### src/rtl/otc_pkg.sv
// ----------------------------------------------------------------------------
// otc_pkg
// shared constants and types of the overlapping pattern occurrence counter
// ----------------------------------------------------------------------------
package otc_pkg;

  localparam int MAX_PATTERN = 10;
  localparam int MAX_TEXT    = 64;

  localparam int DIGIT_W     = 4;
  localparam int LEN_REG_W   = 4;
  localparam int PAT_REG_W   = DIGIT_W * MAX_PATTERN;
  localparam int CFG_W       = PAT_REG_W;
  localparam int CFG_IDX_W   = 1;
  localparam int PLEN_W      = $clog2(MAX_PATTERN + 1);
  localparam int PIDX_W      = (MAX_PATTERN > 1) ? $clog2(MAX_PATTERN) : 1;
  localparam int CNT_W       = $clog2(MAX_TEXT + 1);

  localparam int IN_TDATA_W  = ((DIGIT_W + 7) / 8) * 8;
  localparam int RES_W       = 1 + 2 * CNT_W;
  localparam int OUT_TDATA_W = ((RES_W + 7) / 8) * 8;

  localparam logic [CFG_IDX_W-1:0] REG_PATTERN = 1'd0;
  localparam logic [CFG_IDX_W-1:0] REG_LENGTH  = 1'd1;

  typedef logic [DIGIT_W-1:0] nib_t;

  typedef struct packed {
    logic take;
    logic last;
    logic hit;
  } tally_ctl_t;

  typedef struct packed {
    logic [CNT_W-1:0] last_start;
    logic [CNT_W-1:0] match_count;
    logic             found;
  } res_t;

endpackage

### src/rtl/otc_cell.sv
// ----------------------------------------------------------------------------
// otc_cell
// one window stage: holds a digit and its valid flag, compares against its
// pattern nibble and passes the digit on to the next stage
// ----------------------------------------------------------------------------
module otc_cell import otc_pkg::*; (
  input  logic clk_i,
  input  logic rst_ni,
  input  logic shift_i,
  input  logic clear_i,
  input  nib_t digit_i,
  input  logic valid_i,
  input  nib_t pat_nib_i,
  input  logic active_i,
  output nib_t digit_o,
  output logic valid_o,
  output logic hit_o
);

  nib_t digit_q;
  logic valid_q, valid_d;

  // compare is taken on the digit entering this stage
  assign hit_o   = !active_i || (valid_i && (digit_i == pat_nib_i));
  assign valid_d = shift_i ? (valid_i && !clear_i) : valid_q;

  always_ff @(posedge clk_i or negedge rst_ni) begin
    if (!rst_ni) begin
      valid_q <= 1'b0;
    end else begin
      valid_q <= valid_d;
    end
  end

  always_ff @(posedge clk_i) begin
    if (shift_i) begin
      digit_q <= digit_i;
    end
  end

  assign digit_o = digit_q;
  assign valid_o = valid_q;

endmodule

### src/rtl/otc_tally.sv
// ----------------------------------------------------------------------------
// otc_tally
// digit counter, occurrence counter, latest start and the result register
// ----------------------------------------------------------------------------
module otc_tally import otc_pkg::*; (
  input  logic              clk_i,
  input  logic              rst_ni,
  input  tally_ctl_t        ctl_i,
  input  logic [PLEN_W-1:0] len_i,
  input  logic              res_ready_i,
  output logic              res_valid_o,
  output res_t              res_o
);

  logic [CNT_W-1:0] seen_q, seen_d;
  logic [CNT_W-1:0] occ_q, occ_d;
  logic [CNT_W-1:0] start_q, start_d;
  logic             res_valid_q, res_valid_d;
  res_t             res_q;
  logic             match;
  int               total;
  int               start_pos;

  always_comb begin
    total     = int'(seen_q) + 1;
    start_pos = total - int'(len_i) + 1;
    if (start_pos > MAX_TEXT) begin
      start_pos = MAX_TEXT;
    end
    match   = ctl_i.hit && (total >= int'(len_i));
    occ_d   = occ_q;
    start_d = start_q;
    if (match) begin
      start_d = CNT_W'(start_pos);
      if (int'(occ_q) < MAX_TEXT) begin
        occ_d = occ_q + CNT_W'(1);
      end
    end
    seen_d = (total > MAX_TEXT) ? CNT_W'(MAX_TEXT) : CNT_W'(total);
  end

  assign res_valid_d = (res_valid_q && !res_ready_i) || (ctl_i.take && ctl_i.last);

  always_ff @(posedge clk_i or negedge rst_ni) begin
    if (!rst_ni) begin
      seen_q      <= '0;
      occ_q       <= '0;
      start_q     <= '0;
      res_valid_q <= 1'b0;
    end else begin
      res_valid_q <= res_valid_d;
      if (ctl_i.take) begin
        if (ctl_i.last) begin
          seen_q  <= '0;
          occ_q   <= '0;
          start_q <= '0;
        end else begin
          seen_q  <= seen_d;
          occ_q   <= occ_d;
          start_q <= start_d;
        end
      end
    end
  end

  always_ff @(posedge clk_i) begin
    if (ctl_i.take && ctl_i.last) begin
      res_q.found       <= (occ_d != '0);
      res_q.match_count <= occ_d;
      res_q.last_start  <= start_d;
    end
  end

  assign res_valid_o = res_valid_q;
  assign res_o       = res_q;

endmodule

### src/rtl/overlapping_pattern_occurrence_counter.sv
// ----------------------------------------------------------------------------
// overlapping_pattern_occurrence_counter
// counts overlapping occurrences of a digit pattern in a digit stream
// ----------------------------------------------------------------------------
//  channel  | direction | content
//  s_axis   | in        | tdata[3:0] digit, tlast final digit of the text
//  m_axis   | out       | tdata[0] found, [7:1] match_count, [14:8] last_start
//  cfg      | in        | we/idx/wdata: 0 pattern digits, 1 pattern length
//
// one digit per cycle; the result of a text is valid the cycle after its
// final digit is taken. the window is a row of cells, each active one compares
// its digit with one pattern nibble in the cycle the digit enters it.
// a single output register holds a result; input stalls only while that
// register is full and not taken. reset clears the window and counters,
// pattern resets to 0 and length to 1.
module overlapping_pattern_occurrence_counter import otc_pkg::*; (
  input  logic                   clk_i,
  input  logic                   rst_ni,
  input  logic                   s_axis_tvalid,
  output logic                   s_axis_tready,
  input  logic [IN_TDATA_W-1:0]  s_axis_tdata,   // digit
  input  logic                   s_axis_tlast,
  output logic                   m_axis_tvalid,
  input  logic                   m_axis_tready,
  output logic [OUT_TDATA_W-1:0] m_axis_tdata,   // found, match_count, last_start
  input  logic                   cfg_we_i,
  input  logic [CFG_IDX_W-1:0]   cfg_idx_i,
  input  logic [CFG_W-1:0]       cfg_wdata_i
);

  nib_t [MAX_PATTERN-1:0] pattern_q;
  logic [LEN_REG_W-1:0]   len_q;
  logic [PLEN_W-1:0]      len_eff;

  nib_t [MAX_PATTERN-1:0] win_digit;
  logic [MAX_PATTERN-1:0] win_valid;
  logic [MAX_PATTERN-1:0] cell_hit;

  logic       take;
  logic       res_valid;
  res_t       res;
  tally_ctl_t ctl;

  always_ff @(posedge clk_i or negedge rst_ni) begin
    if (!rst_ni) begin
      pattern_q <= '0;
      len_q     <= LEN_REG_W'(1);
    end else if (cfg_we_i) begin
      unique case (cfg_idx_i)
        REG_PATTERN: pattern_q <= cfg_wdata_i[PAT_REG_W-1:0];
        REG_LENGTH:  len_q     <= cfg_wdata_i[LEN_REG_W-1:0];
        default: ;
      endcase
    end
  end

  always_comb begin
    if (int'(len_q) > MAX_PATTERN) begin
      len_eff = PLEN_W'(MAX_PATTERN);
    end else begin
      len_eff = PLEN_W'(len_q);
    end
  end

  assign s_axis_tready = !res_valid || m_axis_tready;
  assign take          = s_axis_tvalid && s_axis_tready;

  for (genvar k = 0; k < MAX_PATTERN; k++) begin : g_cell
    nib_t              d_in;
    logic              v_in;
    logic              active;
    logic [PIDX_W-1:0] pidx;

    if (k == 0) begin : g_head
      assign d_in = s_axis_tdata[DIGIT_W-1:0];
      assign v_in = 1'b1;
    end else begin : g_body
      assign d_in = win_digit[k-1];
      assign v_in = win_valid[k-1];
    end

    // cell k holds the digit k steps back, matched against nibble len-1-k
    assign active = (k < int'(len_eff));
    assign pidx   = PIDX_W'(int'(len_eff) - 1 - k);

    otc_cell u_cell (
      .clk_i     (clk_i),
      .rst_ni    (rst_ni),
      .shift_i   (take),
      .clear_i   (s_axis_tlast),
      .digit_i   (d_in),
      .valid_i   (v_in),
      .pat_nib_i (pattern_q[pidx]),
      .active_i  (active),
      .digit_o   (win_digit[k]),
      .valid_o   (win_valid[k]),
      .hit_o     (cell_hit[k])
    );
  end

  assign ctl.take = take;
  assign ctl.last = s_axis_tlast;
  assign ctl.hit  = (&cell_hit) && (len_eff != '0);

  otc_tally u_tally (
    .clk_i       (clk_i),
    .rst_ni      (rst_ni),
    .ctl_i       (ctl),
    .len_i       (len_eff),
    .res_ready_i (m_axis_tready),
    .res_valid_o (res_valid),
    .res_o       (res)
  );

  assign m_axis_tvalid = res_valid;
  assign m_axis_tdata  = OUT_TDATA_W'(res);

  a_found_matches_count : assert property (@(posedge clk_i) disable iff (!rst_ni)
    m_axis_tvalid |-> (res.found == (res.match_count != '0)))
    else $error("found flag disagrees with occurrence count");

  a_start_with_count : assert property (@(posedge clk_i) disable iff (!rst_ni)
    m_axis_tvalid |-> ((res.last_start != '0) == (res.match_count != '0)))
    else $error("latest start disagrees with occurrence count");

  a_result_follows_last : assert property (@(posedge clk_i) disable iff (!rst_ni)
    (take && s_axis_tlast) |=> m_axis_tvalid)
    else $error("no result after final digit transaction");

  a_stall_blocks_input : assert property (@(posedge clk_i) disable iff (!rst_ni)
    (m_axis_tvalid && !m_axis_tready) |-> !s_axis_tready)
    else $error("input taken while result is stalled");

endmodule
### config.mk
export PLATFORM = sky130hd
export DESIGN_NAME = overlapping_pattern_occurrence_counter
export DESIGN_NICKNAME = d
export VERILOG_FILES = /design/src/rtl/otc_pkg.sv /design/src/rtl/otc_cell.sv /design/src/rtl/otc_tally.sv /design/src/rtl/overlapping_pattern_occurrence_counter.sv
export SDC_FILE = /design/constraint.sdc
export NUM_CORES = 1
export LEC_CHECK = 0
export BUFFER_PORTS_ARGS = -buffer_cell sky130_fd_sc_hd__buf_2
export CAP_MARGIN = 10
export CORE_UTILIZATION = 45
export CTS_CLUSTER_SIZE = 10
export DETAILED_ROUTE_END_ITERATION = 8
export PLACE_DENSITY = 0.71
export RECOVER_POWER = 100
export SYNTH_ARGS = -nofsm -noshare
export SYNTH_HDL_FRONTEND = slang
export SYNTH_HIERARCHICAL = 1
export SYNTH_SLANG_ARGS = --single-unit
### constraint.sdc
create_clock -name clk_i -period 6.2 [get_ports clk_i]
set_clock_uncertainty 0.2 [all_clocks]
set_input_delay 0.62 -clock clk_i [delete_from_list [all_inputs] [get_ports clk_i]]
set_output_delay 0.62 -clock clk_i [all_outputs]
set_load 0.01 [all_outputs]
# After elaboration in Yosys (flattened, before gate mapping)
# Cells that the tools add are included.
# word_totals
inputBits	55
rom_bits	0
elab_cells	167
ramBits	0
ff_bits	126
mem_count	0
latch_bits	0
# op_classes
add_sub_neg	14
mux	29
div_mod_pow	0
n_reduce_logical	52
order_cmp	25
shift	0
eq_ne	10
multipliers	0
bitwise_logic	1
# op_table
op	n
$bmux 4 s4	10
$gt 32x8->1 const B	2
$mux 7	8
$lt 4x5->1 const B	10
$mux 4	11
$eq 4x4->1	10
$add 32x2->32 const B	1
$ge 32x5->1	1
$sub 32x5->32	1
$sub 4x4->4 const B	6
$logic_and 1x1->1	22
$lt 3x4->1 const A	4
$logic_not 1->1	13
$logic_or 1x1->1	12
$reduce_and 10->1	1
$add 7x1->8 const B	1
$lt 1x4->1 const A	2
$lt 2x4->1 const A	2
$lt 4x4->1 const A	2
$sub 4x3->4 const B	2
$add 7x1->7 const B	1
$lt 7x7->1 const B	1
$reduce_bool 7->1	1
$gt 4x4->1 const B	1
other kinds (5)	6

# Depth between registers and ports, before layout
# depth
word_depth	14
depth_mapped	23
ltp_nobuf	20

# Modules after synthesis
# The synthesis kept the hierarchy.
# modules_own_cells
module	area_each_um2	instances	seq_area_each_um2	cells_each
overlapping_pattern_occurrence_counter	4011.3	1	1102.3	364
otc_tally	2316.0	1	1001.0	233
otc_cell	216.5	10	145.1	14

# Worst setup path after synthesis
# Ideal clock, no wire load.
# synth_timing
path_kind	register -> register
from	reg len_q[3]
to	reg u_tally.res_q (netlist bit u_tally/res_o[0]), data pin
path_stages_with_launch	22
path_buffers	3
period_less_slack_ns	5.943
arrival_time_ns	5.471
setup_ns	0.272
slack_ns	0.257
cell_sequence	dfrtp_1 > buf_4 > a21oi_1 > buf_2 > ha_1 > xnor2_2 > inv_2 > clkbuf_1 > ha_1 > or3_1 > a31o_1 > a2111o_1 > o31ai_1 > xor2_1 > o41ai_2 > nand4_1 > a2111oi_0 > inv_1 > nor3_1 > nand2_1 > xnor2_1 > or4b_1
# synth_rtl
element	line_no	rtl
from (decl)	overlapping_pattern_occurrence_counter.sv:32	logic [LEN_REG_W-1:0] len_q;
from (signal assigned)	overlapping_pattern_occurrence_counter.sv:51	REG_LENGTH: len_q <= cfg_wdata_i[LEN_REG_W-1:0];
to (decl)	otc_tally.sv:19	res_t res_q;

==> results.sh <==
export IMPL_relSlewSlack_pct=-173.3
export IMPL_p_switching_mw=1.310
export IMPL_drt_iter0_drc=739
export IMPL_path_common_cell="nand2_1"
export IMPL_syn_inst=729
export IMPL_grt_ovfl_total=0
export IMPL_vias=6186
export IMPL_grt_use_total_pct=22.08
export IMPL_clkPwrFrac_pct=27.8
export IMPL_port_buffers=67
export IMPL_first_global_vias=5928
export IMPL_p_comb_share_pct=42.2
export IMPL_pin_count=73
export IMPL_crit_chain="clkbuf_1 > nor3_4 > xnor2_4 > nand2_1 > o22a_1 > a21oi_1 > xor2_1 > o41ai_2 > nand4_1 > a2111oi_2 > buf_4 > inv_1 > nor4_1 > xnor2_1 > nand2_1 > or4b_1"
export IMPL_cts_buffers=17
export IMPL_drt_pass1_iterations=6
export IMPL_power_internal_mw=2.195
export IMPL_grt_max_degree=76
export IMPL_swShare_pct=37.36
export IMPL_drc_errors=0
export IMPL_htree_levels=4
export IMPL_hpwlAfterDp_mm=14.73
export IMPL_critPathLaunchType="register"
export IMPL_violations="max-capacitance violations, max-slew violations"
export IMPL_p_per_area_nw_per_um2=371.9
export IMPL_post_drt_via_cell_ratio=5.977
export IMPL_syn_avg_cell_area_sq_um=11.43
export IMPL_tightest_slew_ns=4.100
export IMPL_diodes=0
export IMPL_clk_latency_ns=0.42
export IMPL_endpoint_kind="register"
export IMPL_syn2layout_area_growth_pct=13.11
export IMPL_fin_crit_ns=6.032
export IMPL_nets=863
export IMPL_min_period_over_period_pct=97.29
export IMPL_initial_core_util_pct=46.22
export IMPL_wl_per_cell_microns=19.69
export IMPL_yosys_warnings=6
export IMPL_fp_row_count=49
export IMPL_min_path_type="in2reg"
export IMPL_die_area_sq_um=19060
export IMPL_cts_hold_buffers=0
export IMPL_finalSetupViolCount=0
export IMPL_seq_power_share_pct=30.0
export IMPL_core_area_sq_um=18020
export IMPL_final_cells=1035
export IMPL_dp_cells=1003
export IMPL_cp_required_ns=6.16
export IMPL_critPathMaxFanout=17
export IMPL_antenna_found_initial=0
export IMPL_tritoncts="built"
export IMPL_clkSinkCount=126
export IMPL_hold_viol_final=0
export IMPL_wirelength_mm=20.38
export IMPL_clockBufferDepth=2
export IMPL_die_w_microns=138.1
export IMPL_slew_violations=180
export IMPL_cts_root_buf="clkbuf_16"
export IMPL_die_h_microns=138.1
export IMPL_fmax_ghz=0.1658
export IMPL_nFillCells=1603
export IMPL_setup_tns_ns=0
export IMPL_grt_pass1_wl_mm=32.71
export IMPL_maxCapViolCount=3
export IMPL_p_leak_nw=3.796
export IMPL_synth_area_sq_um=8330
export IMPL_critPathKind="reg2reg"
export IMPL_cp_slowest_cell="clkbuf_1"
export IMPL_drive_gt1_share_pct=24.07
export IMPL_arrival_ns=5.99
export IMPL_irDropWorstVdd_mv=0.2202
export IMPL_place_congestion=0.9760
export IMPL_cts_clk_slew_worst_paths_ns=0.06
export IMPL_crit_path_max_incr_delay_ns=0.89
export IMPL_status="finished, violations left"
export IMPL_drtAntennaViolNets=0
==> per-layer routing <==
metal / track usage [%] / up-vias / share of wire [%]
met5: 0 / - / 0
met2: 33.05 / 219 / 46
li1: - / 2875 / -
met1: 31.75 / 3065 / 45
met3: 4.849 / 27 / 6.8
met4: 7.230 / 0 / 1.9
==> worst paths after layout <==
kind,cells past startpoint,endpoint,from,slack (ns)
max in group asynchronous,1,u_tally/res_valid_o,rst_ni,2.05
worst max-delay path,16,u_tally/res_o[0],len_q[0],0.17
min in group asynchronous,1,pattern_q[3],rst_ni,1.44
worst min register to register,0,g_cell[7].u_cell/digit_o[3],g_cell[6].u_cell/digit_o[3],0.27
worst max register to register,16,u_tally/res_o[0],len_q[0],0.17
worst min-delay path,2,u_tally/res_valid_o,m_axis_tready,0.20
==> layout by cell type (no fill, tap or decap), drive strengths merged, types with 28 or more instances in the layout <==
cell type	count
nand2	49
inv	30
mux4	29
dfrtp	74
clkbuf	51
xor2	38
mux2	47
nor2	34
mux2i	39
edfxtp	51
o21ai	39
xnor2	28
buf	60
==> power groups by stage <==
stage / sequential (mW) / clock [mW] / combinational, mW
2_1_floorplan: 1.03 / 0 / 1.12
6_report: 1.05 / 0.975 / 1.48
3_3_place_gp: 1.06 / 0 / 1.43
5_1_grt: 1.06 / 1.04 / 1.58
3_5_place_dp: 1.06 / 0 / 1.45
4_1_cts: 1.05 / 0.991 / 1.45
==> repair_timing <==
| item | in CTS | in global routing |
|---|---|---|
| setup buffers | 0 | 0 |
| setup endpoints to repair | 0 | 1 |
| gates resized for setup | 0 | 3 |
==> cell type report <==
type                    count  area, sq um  share of cell area [%]
inverters                  30        112.6                   1.195
well taps                 229        286.5                   3.041
clock buffers              26        489.2                   5.192
repair buffers             85        434.2                   4.608
flip-flops and latches    126         3410                   36.18
clock inverters             6        85.08                  0.9029
multi-input cells         533         4606                   48.88
==> critical path, delay by kind of cell, from the launching register on <==
family / cells / cell delay [ns]
buffers and inverters: 3 / 1.15
XOR/XNOR: 3 / 0.82
AND/OR/NAND/NOR: 6 / 1.49
flip-flops: 1 / 0.59
AO/OA/AOI/OAI: 4 / 1.50
==> registers in the layout, summed over array words and instances, names as in the netlist <==
register / count
u_tally/res_o: 15
u_tally/seen_q: 7
u_tally/occ_q: 7
len_q: 4
g_cell.u_cell/digit_o: 36
u_tally/res_valid_o: 1
pattern_q: 40
u_tally/start_q: 7
g_cell.u_cell/valid_o: 9
==> metrics by stage <==
step | setup slack [ns] | instance area (sq um) | utilization (%) | power [mW] | hold WS [ns]
2_1_floorplan | 0.2570 | 8334 | - | 2.153 | 0.1244
3_3_place_gp | 0.1797 | 8886 | 49.30 | 2.492 | 0.2520
3_5_place_dp | 0.07887 | 8886 | 49.30 | 2.511 | 0.2574
4_1_cts | 0.04809 | 9460 | 52.49 | 3.494 | 0.1749
5_1_grt | -0.0007776 | 9423 | 52.28 | 3.685 | 0.1798
6_report | 0.1681 | 9423 | 52.28 | 3.505 | 0.1962
Note: power is estimated with default switching activity, not from simulation.
